<file path="src/modulation_matrix_accumulator_assert.svh">
// assertion macros for the modulation matrix
`ifndef MODULATION_MATRIX_ACCUMULATOR_ASSERT_SVH
`define MODULATION_MATRIX_ACCUMULATOR_ASSERT_SVH
`ifndef SYNTHESIS
`define MMA_ASSERT(label, clk, rst_n, prop, msg) \
  label: assert property (@(posedge clk) disable iff (!rst_n) prop) else $error(msg);
`define MMA_ASSERT_NR(label, clk, prop, msg) \
  label: assert property (@(posedge clk) prop) else $error(msg);
`else
`define MMA_ASSERT(label, clk, rst_n, prop, msg)
`define MMA_ASSERT_NR(label, clk, prop, msg)
`endif
`endif

</file>
<file path="src/mma_pkg.sv">
// ----------------------------------------------------------------------------
// mma_pkg
// types and constants shared by the modulation matrix modules
// ----------------------------------------------------------------------------
package mma_pkg;

  localparam int NUM_SRC = 9;
  localparam int SRC_W   = 4;
  localparam int DEST_W  = 4;
  localparam int ACC_W   = 40;
  localparam int PROD_W  = 32;

  typedef enum logic [2:0] {
    REQ_SET_SRC = 3'd0,
    REQ_ADD     = 3'd1,
    REQ_REMOVE  = 3'd2,
    REQ_CLEAR   = 3'd3,
    REQ_PROCESS = 3'd4
  } req_e;

  localparam logic [SRC_W-1:0] SRC_VELOCITY = 4'd4;
  localparam logic [SRC_W-1:0] SRC_NOTE     = 4'd5;
  localparam logic [SRC_W-1:0] SRC_CC       = 4'd6;

  typedef struct packed {
    logic [2:0]        req_type;
    logic [SRC_W-1:0]  source_sel;
    logic [DEST_W-1:0] dest_sel;
    logic signed [15:0] source_value;
    logic signed [15:0] amount;
  } in_item_t;

  typedef struct packed {
    logic [DEST_W-1:0]       dest_index;
    logic signed [ACC_W-1:0] dest_value;
    logic                    status;
    logic                    last;
  } out_item_t;

  typedef enum logic [3:0] {
    ST_IDLE,
    ST_SCAN,
    ST_UPDATE,
    ST_ACK,
    ST_ZERO,
    ST_CONV,
    ST_MAC,
    ST_MUL,
    ST_ADD,
    ST_EMIT,
    ST_WAIT
  } state_e;

  // controller to datapath
  typedef struct packed {
    logic scan_clr;   // reset scan and hit/free trackers
    logic scan_step;  // look at one connection
    logic do_update;  // commit add/clear/set
    logic zero_acc;   // clear one accumulator
    logic conv_step;  // one step of the source conversion
    logic mac_read;   // read a connection
    logic mul;        // multiply
    logic add;        // accumulate
    logic emit_load;  // load one output item
    logic ack_load;   // load an acknowledgement
    logic idx_clr;    // reset walk index
    logic idx_inc;    // advance walk index
  } mma_cmd_t;

  // datapath to controller
  typedef struct packed {
    logic idx_last;   // walk index on its final entry
    logic conv_done;  // conversion finished
    logic mac_skip;   // current connection not used
    logic emit_last;  // final destination to emit
  } mma_sts_t;

endpackage

</file>
<file path="src/mma_ctrl.sv">
// ----------------------------------------------------------------------------
// mma_ctrl
// request sequencer: scan, update, ack, zero, accumulate and emit phases
// ----------------------------------------------------------------------------
module mma_ctrl (
  input  logic                clk,
  input  logic                rst_n,
  input  logic                in_valid,
  output logic                in_ready,
  input  logic [2:0]          req_type,
  input  logic                out_free,
  output mma_pkg::mma_cmd_t   cmd,
  input  mma_pkg::mma_sts_t   sts
);

  mma_pkg::state_e state_r, state_nxt;

  // state register
  always_ff @(posedge clk) begin
    if (!rst_n) begin
      state_r <= mma_pkg::ST_IDLE;
    end else begin
      state_r <= state_nxt;
    end
  end

  // next state
  always_comb begin
    state_nxt = state_r;
    case (state_r)
      mma_pkg::ST_IDLE: begin
        if (in_valid) begin
          if (req_type == mma_pkg::REQ_PROCESS) state_nxt = mma_pkg::ST_ZERO;
          else if (req_type == mma_pkg::REQ_ADD ||
                   req_type == mma_pkg::REQ_REMOVE) state_nxt = mma_pkg::ST_SCAN;
          else state_nxt = mma_pkg::ST_UPDATE;
        end
      end
      mma_pkg::ST_SCAN:   if (sts.idx_last) state_nxt = mma_pkg::ST_UPDATE;
      mma_pkg::ST_UPDATE: state_nxt = mma_pkg::ST_ACK;
      mma_pkg::ST_ACK:    if (out_free) state_nxt = mma_pkg::ST_IDLE;
      mma_pkg::ST_ZERO:   if (sts.idx_last) state_nxt = mma_pkg::ST_MAC;
      mma_pkg::ST_MAC:    state_nxt = mma_pkg::ST_CONV;
      mma_pkg::ST_CONV: begin
        if (sts.mac_skip) state_nxt = sts.idx_last ? mma_pkg::ST_EMIT : mma_pkg::ST_MAC;
        else if (sts.conv_done) state_nxt = mma_pkg::ST_MUL;
      end
      mma_pkg::ST_MUL:    state_nxt = mma_pkg::ST_ADD;
      mma_pkg::ST_ADD:    state_nxt = sts.idx_last ? mma_pkg::ST_EMIT : mma_pkg::ST_MAC;
      mma_pkg::ST_EMIT: begin
        if (out_free && sts.emit_last) state_nxt = mma_pkg::ST_IDLE;
      end
      default:            state_nxt = mma_pkg::ST_IDLE;
    endcase
  end

  // outputs
  always_comb begin
    cmd      = '0;
    in_ready = 1'b0;
    case (state_r)
      mma_pkg::ST_IDLE: begin
        in_ready     = 1'b1;
        cmd.scan_clr = 1'b1;
        cmd.idx_clr  = 1'b1;
      end
      mma_pkg::ST_SCAN: begin
        cmd.scan_step = 1'b1;
        cmd.idx_inc   = 1'b1;
      end
      mma_pkg::ST_UPDATE: cmd.do_update = 1'b1;
      mma_pkg::ST_ACK:    cmd.ack_load = out_free;
      mma_pkg::ST_ZERO: begin
        cmd.zero_acc = 1'b1;
        cmd.idx_inc  = 1'b1;
        if (sts.idx_last) cmd.idx_clr = 1'b1;
      end
      mma_pkg::ST_MAC:    cmd.mac_read = 1'b1;
      mma_pkg::ST_CONV: begin
        cmd.conv_step = 1'b1;
        if (sts.mac_skip) begin
          cmd.idx_inc = 1'b1;
          if (sts.idx_last) cmd.idx_clr = 1'b1;
        end
      end
      mma_pkg::ST_MUL:    cmd.mul = 1'b1;
      mma_pkg::ST_ADD: begin
        cmd.add     = 1'b1;
        cmd.idx_inc = 1'b1;
        if (sts.idx_last) cmd.idx_clr = 1'b1;
      end
      mma_pkg::ST_EMIT: begin
        cmd.emit_load = out_free;
        cmd.idx_inc   = out_free;
      end
      default: ;
    endcase
  end

  `include "modulation_matrix_accumulator_assert.svh"

  `MMA_ASSERT(a_ready_idle, clk, rst_n, in_ready |-> (state_r == mma_pkg::ST_IDLE), "ready outside idle")
  `MMA_ASSERT(a_ack_one, clk, rst_n, (state_r == mma_pkg::ST_UPDATE) |=> (state_r == mma_pkg::ST_ACK), "update not followed by ack")
  `MMA_ASSERT(a_emit_exit, clk, rst_n, (state_r == mma_pkg::ST_EMIT && out_free && sts.emit_last) |=> (state_r == mma_pkg::ST_IDLE), "emit did not finish")

endmodule

</file>
<file path="src/mma_datapath.sv">
// ----------------------------------------------------------------------------
// mma_datapath
// source store, connection table, converter, multiplier and accumulators
// ----------------------------------------------------------------------------
module mma_datapath #(
  parameter int NUM_DEST = 16,
  parameter int MAX_CONN = 16
) (
  input  logic                clk,
  input  logic                rst_n,
  input  logic                in_fire,
  input  mma_pkg::in_item_t   in_item,
  input  logic [3:0]          cutoff_idx,
  input  logic [3:0]          reso_idx,
  input  mma_pkg::mma_cmd_t   cmd,
  output mma_pkg::mma_sts_t   sts,
  output logic                out_load,
  output mma_pkg::out_item_t  out_item
);

  localparam int CW   = (MAX_CONN > 1) ? $clog2(MAX_CONN) : 1;
  localparam int DW   = $clog2(NUM_DEST);
  localparam int EMIT = (NUM_DEST < 16) ? NUM_DEST : 16;
  localparam int WW   = ((MAX_CONN > NUM_DEST) ? $clog2(MAX_CONN+1) : $clog2(NUM_DEST+1));

  // latched request
  mma_pkg::in_item_t req_r;
  always_ff @(posedge clk) if (in_fire) req_r <= in_item;

  logic src_ok, dst_ok;
  assign src_ok = req_r.source_sel < 4'(mma_pkg::NUM_SRC);
  assign dst_ok = 32'(req_r.dest_sel) < NUM_DEST;

  // walk index
  logic [WW-1:0] idx_r;
  always_ff @(posedge clk) begin
    if (!rst_n) idx_r <= '0;
    else if (cmd.idx_clr) idx_r <= '0;
    else if (cmd.idx_inc) idx_r <= idx_r + 1'b1;
  end

  // storage
  logic signed [15:0]        src_r [mma_pkg::NUM_SRC];
  logic [MAX_CONN-1:0]       cval_r;
  logic [3:0]                csrc_r [MAX_CONN];
  logic [3:0]                cdst_r [MAX_CONN];
  logic signed [15:0]        camt_r [MAX_CONN];
  logic signed [39:0]        acc_r  [NUM_DEST];

  logic [CW-1:0] ci;
  assign ci = CW'(idx_r);

  // scan for hit and free slot
  logic          hit_v_r, free_v_r;
  logic [CW-1:0] hit_r, free_r;
  logic          match;
  assign match = cval_r[ci] && csrc_r[ci] == req_r.source_sel &&
                 cdst_r[ci] == req_r.dest_sel;
  always_ff @(posedge clk) begin
    if (cmd.scan_clr) begin
      hit_v_r  <= 1'b0;
      free_v_r <= 1'b0;
    end else if (cmd.scan_step) begin
      if (match && !hit_v_r) begin
        hit_v_r <= 1'b1;
        hit_r   <= ci;
      end
      if (!cval_r[ci] && !free_v_r) begin
        free_v_r <= 1'b1;
        free_r   <= ci;
      end
    end
  end

  // remove marks all matches during scan
  logic rm_now;
  assign rm_now = cmd.scan_step && match && req_r.req_type == mma_pkg::REQ_REMOVE &&
                  src_ok && dst_ok;

  logic full_r;
  always_ff @(posedge clk) begin
    if (!rst_n) begin
      cval_r <= '0;
      full_r <= 1'b0;
    end else begin
      if (rm_now) cval_r[ci] <= 1'b0;
      if (cmd.do_update) begin
        full_r <= 1'b0;
        if (req_r.req_type == mma_pkg::REQ_CLEAR) cval_r <= '0;
        if (req_r.req_type == mma_pkg::REQ_ADD && src_ok && dst_ok) begin
          if (hit_v_r) camt_r[hit_r] <= req_r.amount;
          else if (free_v_r) begin
            cval_r[free_r] <= 1'b1;
            csrc_r[free_r] <= req_r.source_sel;
            cdst_r[free_r] <= req_r.dest_sel;
            camt_r[free_r] <= req_r.amount;
          end else full_r <= 1'b1;
        end
      end
    end
  end

  always_ff @(posedge clk) begin
    if (!rst_n) begin
      for (int i = 0; i < mma_pkg::NUM_SRC; i++) src_r[i] <= '0;
    end else if (cmd.do_update && req_r.req_type == mma_pkg::REQ_SET_SRC && src_ok) begin
      src_r[req_r.source_sel] <= req_r.source_value;
    end
  end

  // connection read
  logic [3:0]         m_src_r;
  logic [3:0]         m_dst_r;
  logic signed [15:0] m_amt_r;
  logic               m_use_r;
  always_ff @(posedge clk) begin
    if (cmd.mac_read) begin
      m_src_r <= csrc_r[ci];
      m_dst_r <= cdst_r[ci];
      m_amt_r <= camt_r[ci];
      m_use_r <= cval_r[ci] && csrc_r[ci] < 4'(mma_pkg::NUM_SRC) &&
                 32'(cdst_r[ci]) < NUM_DEST;
    end
  end

  // source conversion: clamp the raw value, then round by reciprocal multiply
  // velocity and cc: floor((|k|*16384 + 63) / 127) with k = 2v - 127
  // note: floor((|k|*16384 + 30) / 60) with k = n - 60
  // raw values beyond -128..255 saturate either way, so the clamp is exact
  localparam logic [23:0] RECIP_127 = 24'd8454661;  // ceil(2^30 / 127)
  localparam logic [23:0] RECIP_60  = 24'd8947849;  // ceil(2^29 / 60)

  logic               cv_done_r, cv_neg_r, cv_note_r;
  logic [1:0]         cv_cnt_r;
  logic [22:0]        cv_n_r;
  logic [23:0]        cv_m_r;
  logic [46:0]        cv_p_r;
  logic signed [15:0] q14_r;
  logic signed [15:0] raw;
  logic signed [9:0]  raw_c;
  logic signed [10:0] k;
  logic [8:0]         k_mag;
  logic               is_div, is_note;
  logic [17:0]        q;

  assign raw     = src_r[m_src_r < 4'(mma_pkg::NUM_SRC) ? m_src_r : 4'd0];
  assign is_note = m_src_r == mma_pkg::SRC_NOTE;
  assign is_div  = m_src_r inside {mma_pkg::SRC_VELOCITY, mma_pkg::SRC_CC, mma_pkg::SRC_NOTE};

  always_comb begin
    if (raw < -16'sd128) raw_c = -10'sd128;
    else if (raw > 16'sd255) raw_c = 10'sd255;
    else raw_c = 10'(raw);
  end

  assign k     = is_note ? (11'(raw_c) - 11'sd60) : ($signed({raw_c, 1'b0}) - 11'sd127);
  assign k_mag = k[10] ? 9'(-k) : 9'(k);
  assign q     = cv_note_r ? cv_p_r[46:29] : {1'b0, cv_p_r[46:30]};

  always_ff @(posedge clk) begin
    if (!rst_n) begin
      cv_done_r <= 1'b0;
      cv_cnt_r  <= '0;
    end else if (cmd.mac_read) begin
      cv_done_r <= 1'b0;
      cv_cnt_r  <= '0;
    end else if (cmd.conv_step && m_use_r && !cv_done_r) begin
      case (cv_cnt_r)
        2'd0: begin
          if (is_div) begin
            cv_neg_r  <= k[10];
            cv_note_r <= is_note;
            cv_n_r    <= {k_mag, 14'd0} + (is_note ? 23'd30 : 23'd63);
            cv_m_r    <= is_note ? RECIP_60 : RECIP_127;
            cv_cnt_r  <= 2'd1;
          end else begin
            q14_r     <= raw;
            cv_done_r <= 1'b1;
          end
        end
        2'd1: begin
          cv_p_r   <= 47'(cv_n_r) * 47'(cv_m_r);
          cv_cnt_r <= 2'd2;
        end
        default: begin
          if (cv_neg_r) q14_r <= (q > 18'd32768) ? -16'sd32768 : 16'(-$signed({1'b0, q}));
          else          q14_r <= (q > 18'd32767) ? 16'sd32767 : 16'(q);
          cv_done_r <= 1'b1;
        end
      endcase
    end
  end

  // multiply and accumulate
  logic signed [mma_pkg::PROD_W-1:0] prod_r;
  always_ff @(posedge clk) if (cmd.mul) prod_r <= q14_r * m_amt_r;

  logic [DW-1:0] zi, ei;
  assign zi = DW'(idx_r);
  assign ei = DW'(idx_r);
  always_ff @(posedge clk) begin
    if (!rst_n) begin
      for (int i = 0; i < NUM_DEST; i++) acc_r[i] <= '0;
    end else if (cmd.zero_acc) acc_r[zi] <= '0;
    else if (cmd.add) acc_r[DW'(m_dst_r)] <= acc_r[DW'(m_dst_r)] + 40'(prod_r);
  end

  // output formation
  logic signed [39:0] ev;
  logic               clamp;
  assign clamp = (4'(ei) == cutoff_idx && 32'(cutoff_idx) < NUM_DEST) ||
                 (4'(ei) == reso_idx && 32'(reso_idx) < NUM_DEST);
  assign ev = (clamp && acc_r[ei][39]) ? 40'sd0 : acc_r[ei];

  always_comb begin
    out_load = cmd.emit_load || cmd.ack_load;
    out_item = '0;
    if (cmd.emit_load) begin
      out_item.dest_index = 4'(ei);
      out_item.dest_value = ev;
      out_item.last       = 32'(idx_r) == EMIT - 1;
    end else begin
      out_item.status = full_r;
      out_item.last   = 1'b1;
    end
  end

  assign sts.idx_last  = cmd.scan_step ? (32'(idx_r) == MAX_CONN - 1) :
                         cmd.zero_acc  ? (32'(idx_r) == NUM_DEST - 1) :
                                         (32'(idx_r) == MAX_CONN - 1);
  assign sts.conv_done = cv_done_r;
  assign sts.mac_skip  = !m_use_r;
  assign sts.emit_last = 32'(idx_r) == EMIT - 1;

  `include "modulation_matrix_accumulator_assert.svh"

  `MMA_ASSERT(a_zero_in_range, clk, rst_n, cmd.zero_acc |-> (32'(idx_r) < NUM_DEST), "zero index out of range")
  `MMA_ASSERT(a_add_dest_ok, clk, rst_n, cmd.add |-> (32'(m_dst_r) < NUM_DEST), "accumulate to bad dest")
  `MMA_ASSERT(a_mul_ready, clk, rst_n, cmd.mul |-> cv_done_r, "multiply before conversion")

endmodule

</file>
<file path="src/modulation_matrix_accumulator.sv">
// ----------------------------------------------------------------------------
// modulation_matrix_accumulator
// synth modulation matrix: sources, connection table, Q12.28 destination sums
// ----------------------------------------------------------------------------
//  channel | ports            | direction | payload
//  input   | in_valid/ready   | in        | mma_pkg::in_item_t
//  result  | out_valid/ready  | out       | mma_pkg::out_item_t
//  config  | cfg_p*           | in/out    | two 4-bit clamp indexes
//
// one item at a time; set, clear and unknown requests pass update and ack,
// add and remove first scan the whole connection table
// process: zero every sum, then per connection read it and skip it if unused,
// else convert the source (reciprocal multiply for velocity/note/cc), multiply
// and add; then one emitted sum per cycle while the output is free
// an output register holds each result; a stalled result stalls the walk
// reset: synchronous, clears table valid bits, sources and sums at once
module modulation_matrix_accumulator #(
  parameter int NUM_DEST = 16,
  parameter int MAX_CONN = 16
) (
  input  logic                clk,
  input  logic                rst_n,
  input  logic                in_valid,
  output logic                in_ready,
  input  mma_pkg::in_item_t   in_data,
  output logic                out_valid,
  input  logic                out_ready,
  output mma_pkg::out_item_t  out_data,
  input  logic                cfg_psel,
  input  logic                cfg_penable,
  input  logic                cfg_pwrite,
  input  logic [2:0]          cfg_paddr,
  input  logic [31:0]         cfg_pwdata,
  output logic [31:0]         cfg_prdata,
  output logic                cfg_pready
);

  localparam logic [2:0] ADDR_CUTOFF = 3'd0;
  localparam logic [2:0] ADDR_RESO   = 3'd4;

  // config registers
  logic [3:0] cutoff_r, reso_r;
  logic       wr;
  assign cfg_pready = 1'b1;
  assign wr = cfg_psel && cfg_penable && cfg_pwrite;
  always_ff @(posedge clk) begin
    if (!rst_n) begin
      cutoff_r <= 4'd0;
      reso_r   <= 4'd1;
    end else if (wr) begin
      if (cfg_paddr == ADDR_CUTOFF) cutoff_r <= cfg_pwdata[3:0];
      else if (cfg_paddr == ADDR_RESO) reso_r <= cfg_pwdata[3:0];
    end
  end
  always_comb begin
    cfg_prdata = '0;
    if (cfg_paddr == ADDR_CUTOFF) cfg_prdata[3:0] = cutoff_r;
    else if (cfg_paddr == ADDR_RESO) cfg_prdata[3:0] = reso_r;
  end

  mma_pkg::mma_cmd_t  cmd;
  mma_pkg::mma_sts_t  sts;
  mma_pkg::out_item_t dp_item;
  logic               dp_load, out_free;

  assign out_free = !out_valid || out_ready;

  mma_ctrl u_ctrl (
    .clk      (clk),
    .rst_n    (rst_n),
    .in_valid (in_valid),
    .in_ready (in_ready),
    .req_type (in_data.req_type),
    .out_free (out_free),
    .cmd      (cmd),
    .sts      (sts)
  );

  mma_datapath #(.NUM_DEST(NUM_DEST), .MAX_CONN(MAX_CONN)) u_dp (
    .clk        (clk),
    .rst_n      (rst_n),
    .in_fire    (in_valid && in_ready),
    .in_item    (in_data),
    .cutoff_idx (cutoff_r),
    .reso_idx   (reso_r),
    .cmd        (cmd),
    .sts        (sts),
    .out_load   (dp_load),
    .out_item   (dp_item)
  );

  // output register
  always_ff @(posedge clk) begin
    if (!rst_n) out_valid <= 1'b0;
    else if (dp_load) out_valid <= 1'b1;
    else if (out_ready) out_valid <= 1'b0;
  end
  always_ff @(posedge clk) if (dp_load) out_data <= dp_item;

endmodule
</file>
<file path="config.mk">
export PLATFORM = sky130hd
export DESIGN_NAME = modulation_matrix_accumulator
export DESIGN_NICKNAME = d
export VERILOG_FILES = /design/src/mma_pkg.sv /design/src/mma_ctrl.sv /design/src/mma_datapath.sv /design/src/modulation_matrix_accumulator.sv
export VERILOG_INCLUDE_DIRS = /design/src /design/src/src
export SDC_FILE = /design/constraint.sdc
export NUM_CORES = 2
export LEC_CHECK = 0
export BUFFER_PORTS_ARGS = -buffer_cell sky130_fd_sc_hd__buf_4
export CAP_MARGIN = 20
export CELL_PAD_IN_SITES_DETAIL_PLACEMENT = 1
export CELL_PAD_IN_SITES_GLOBAL_PLACEMENT = 1
export CORE_ASPECT_RATIO = 0.6
export CORE_MARGIN = 2
export CORE_UTILIZATION = 45
export CTS_BUF_LIST = sky130_fd_sc_hd__clkbuf_16
export CTS_CLUSTER_SIZE = 12
export DETAILED_ROUTE_END_ITERATION = 6
export PLACE_DENSITY_LB_ADDON = 0.05
export SLEW_MARGIN = 10
export SYNTH_ARGS = -nofsm -noshare
export SYNTH_HDL_FRONTEND = slang
export SYNTH_HIERARCHICAL = 1
export SYNTH_SLANG_ARGS = --single-unit
export TNS_END_PERCENT = 30
</file>
<file path="constraint.sdc">
create_clock -name clk -period 13 [get_ports clk]
set_clock_uncertainty 0.05 [all_clocks]
set_input_delay 0.65 -clock clk [delete_from_list [all_inputs] [get_ports clk]]
set_output_delay 0.65 -clock clk [all_outputs]
set_load 0.1 [all_outputs]
</file>
==> flow_summary.json <==
{
  "cp_data_arrival_time_ps": 8580,
  "die_h_um": 332,
  "postCtsSetupBuffers": 0,
  "wire_per_inst_um": 30.9,
  "synthSimpleGateAreaFrac_pct": 9.93,
  "routed_wl_mm": 259,
  "r2r_start": "u_dp/m_amt_r[3]$_DFFE_PP_",
  "total_power_mw": 10.8,
  "clock_sinks": 1416,
  "initial_core_util_pct": 45.3,
  "final_max_slew_viol_count": 0,
  "setup.worst_path.class": "reg2reg",
  "setup_viol": 0,
  "grt_pass1_vias": 52200,
  "timing.rr.end": "u_dp/prod_r[31]$_DFFE_PP_",
  "grt_pass1_wl_mm": 377,
  "power.density_nw_per_um2": 121,
  "crit_required_ps": 13440,
  "maxCapViolCount": 0,
  "hold_violations": 0,
  "core_um2": 178000,
  "placed_cell_area_um2": 84400,
  "tns_ps": 0,
  "crit_start": "u_dp/m_amt_r[3]$_DFFE_PP_",
  "via_per_inst": 6.09,
  "worstMarginPinSlew_ps": 1220,
  "path_delay_family": "adder cells",
  "yosysWarningCount": 6,
  "fmax_ghz": 0.123,
  "avgSynthCellArea_um2": 14.0,
  "finalInstanceArea_um2": 89100,
  "antenna_found_initial": 7,
  "worst_path_largest_cell_delay_ps": 960,
  "crit_buf_inv": 3,
  "synthXorXnorAreaFrac_pct": 1.41,
  "synth_top_family_by_area": "multiplexers",
  "grtUsageTotal_pct": 28.6,
  "cp-start-kind": "flip-flop",
  "vias": 51000,
  "firstDrtPassIters": 5,
  "syn_to_final_growth_pct": 10.5,
  "ys_types": 97,
  "rsz0062_at_grt": "no",
  "synth_fa_ha_area_share_pct": 12.7,
  "nets": 6610,
  "status": "finished clean",
  "crit_top_cell": "fa_1",
  "slew_headroom_pct": 17.9,
  "period_share_pct": 62.6,
  "htreeDepth": 4,
  "synthTopCellsByArea": "edfxtp_1 51%, mux4_2 15%, fa_1 7.8%",
  "endpoint_kind": "flip-flop",
  "io_pins": 166,
  "crit_chain": "nand2_1 > fa_1 > fa_1 > fa_1 > inv_1 > fa_1 > fa_1 > inv_1 > fa_1 > inv_1 > ha_1 > nand3_1 > nor4b_1 > nor2_1 > a311oi_1 > a41oi_1 > o21ai_0 > a21oi_1 > o21ai_0 > a21o_1 > a21oi_1 > xnor2_1",
  "path_max_fanout": 16,
  "cts_root_buffer": "clkbuf_16",
  "synthesis.area_um2": 80700,
  "worst-path-stages": 22,
  "grt_start_max_net_pins": 114,
  "reg2reg_slack_ps": 4860,
  "clockBufferDepth": 4,
  "synth.mux.area_fraction_pct": 16.0,
  "synth_edf_count": 1368,
  "postRouteAntennaNets": 0,
  "synth.ff_latch_count": 1416,
  "r2r_cells": 22,
  "hold_class": "in2reg",
  "numCtsBuffers": 154,
  "async_flop_share_pct": 0,
  "portBuffers": 108,
  "synth-compound-area-share_pct": 3.91,
  "synth_top_flop_cell": "edfxtp_1",
  "min_path_cells": 1,
  "drc": 0,
  "cts.repair.resized": 0,
  "die_x_um": 551,
  "crit_path_end": "u_dp/prod_r[31]$_DFFE_PP_",
  "gp_congestion": 0.838,
  "yosysSeqAreaShare_pct": 52.1,
  "place_hpwl_mm": 169,
  "yosys.area.top_type": "edfxtp_1",
  "cts_tree": "built",
  "period_needed_ps": 8140,
  "insertion_delay_ps": 820,
  "syn_inst": 5776,
  "drt_iter0_markers": 6537,
  "dieArea_um2": 183000,
  "grt_overflow": 0,
  "vdd_drop_max_mv": 0.103,
  "p_leak_nw": 32.9,
  "cp_slowest_cell": "edfxtp_1",
  "rows": 120,
  "clk_pin_slew_ps": 60,
  "drive_above_1_share_pct": 18.6,
  "synth_top_cell_area_share_pct": 50.9
}
-- worst reg2reg max path: cells and delay by family (launching register included) --
family | cells | cell delay, ps
buffers and inverters | 3 | 160
AND/OR/NAND/NOR | 4 | 790
flip-flops | 1 | 960
adder cells (fa/ha/maj) | 7 | 3350
AO/OA/AOI/OAI | 7 | 2430
XOR/XNOR | 1 | 130
-- worst min-delay path by stage --
stage,start,end
6_report,in_data[42],u_dp/req_r[42]$_DFFE_PP_
5_1_grt,in_data[42],u_dp/req_r[42]$_DFFE_PP_
4_1_cts,in_data[11],u_dp/req_r[11]$_DFFE_PP_
3_5_place_dp,u_dp/cv_done_r$_SDFFE_PN0P_,u_dp/cv_done_r$_SDFFE_PN0P_
3_3_place_gp,u_dp/cv_done_r$_SDFFE_PN0P_,u_dp/cv_done_r$_SDFFE_PN0P_
2_1_floorplan,u_dp/idx_r[2]$_SDFFE_PP0P_,u_dp/free_r[2]$_DFFE_PP_
-- what timing repair did --
action,4_1_cts,5_1_grt
endpoints found under the hold margin,37,1
hold buffers,37,1
setup endpoints to repair,0,0
-- cells in the mapped netlist (29+ instances only) --
cell / instances
nor3_1: 41
clkbuf_1: 254
nand3_1: 51
nand2_1: 299
mux2i_1: 44
fa_1: 316
nand2b_1: 45
nor2b_1: 29
dfxtp_1: 48
buf_4: 40
inv_1: 426
a21o_1: 55
xnor2_1: 84
nor2_1: 810
buf_1: 47
and3_1: 68
edfxtp_1: 1368
xor2_1: 46
a21oi_1: 139
ha_1: 312
mux4_2: 539
o21ai_0: 95
and2_1: 280
-- layer usage --
| layer | up-vias | global-route usage, % | wire, µm |
|---|---|---|---|
| met5 | - | 0 | 0 |
| met2 | 2116 | 39.2 | 106000 |
| met1 | 27300 | 47.4 | 125000 |
| li1 | 21300 | - | - |
| met3 | 273 | 5.29 | 23700 |
| met4 | 0 | 4.46 | 4030 |
-- area by class of cell --
type / count / area (µm²)
timing repair buffer: 295 / 2360
tap: 2379 / 2980
antenna: 4 / 10.0
inverter: 428 / 1610
clock buffer: 155 / 3880
fill: 17400 / 89100
sequential: 1416 / 42100
clock inverter: 88 / 455
multi-input combinational: 3602 / 35700
-- cells by family (layout without fill, tap and decap cells) --
family                     count (synthesis)  after routing
DFF                                     1416           1416
adders and majority gates                629            629
other                                      2             33
and+or+nand+nor                         1714           1714
muxes                                    612            612
xor gates and xnor gates                 130            130
buffers and inverters                    785            966
AOI/OAI and AO/OA                        488            488
-- placed cells by master (no fill, tap or decap), drive strengths merged, types with 155 or more instances in the layout --
cell    instances
and2          280
nand2         299
inv           480
edfxtp       1368
ha            312
nor2          813
clkbuf        155
fa            316
buf           257
mux4          539
-- metrics by stage --
step / hold slack [ps] / utilization (%) / worst slack, ps / cells
after floorplan: 374 / - / 5980 / 5803
after global placement: 411 / 47.3 / 4900 / 8077
after detailed placement: 422 / 47.3 / 4770 / 8079
after CTS: 0.535 / 50.0 / 4780 / 8359
after global routing: 19.7 / 50.0 / 4370 / 8363
final: 51.6 / 50.0 / 4860 / 8367
-- registers in the layout, indices dropped and copies added, names as in the netlist, 5 cells and up, named ones only --
register / cells
u_dp/acc_r: 640
u_dp/camt_r: 256
u_dp/src_r: 144
u_dp/cdst_r: 64
u_dp/csrc_r: 64
out_data: 46
u_dp/req_r: 43
u_dp/prod_r: 32
u_dp/cv_p_r: 18
u_dp/cval_r: 16
u_dp/m_amt_r: 16
u_dp/q14_r: 16
u_dp/cv_n_r: 9
u_dp/idx_r: 5
-- where the power goes --
part           internal, mW  switching (mW)  total (mW)
logic                 0.572           0.907        1.48
registers              5.19           0.133        5.33
clock network          2.18            1.81        3.99
total                  7.95            2.85        10.8
No activity file was read; power rests on OpenSTA's default activity.
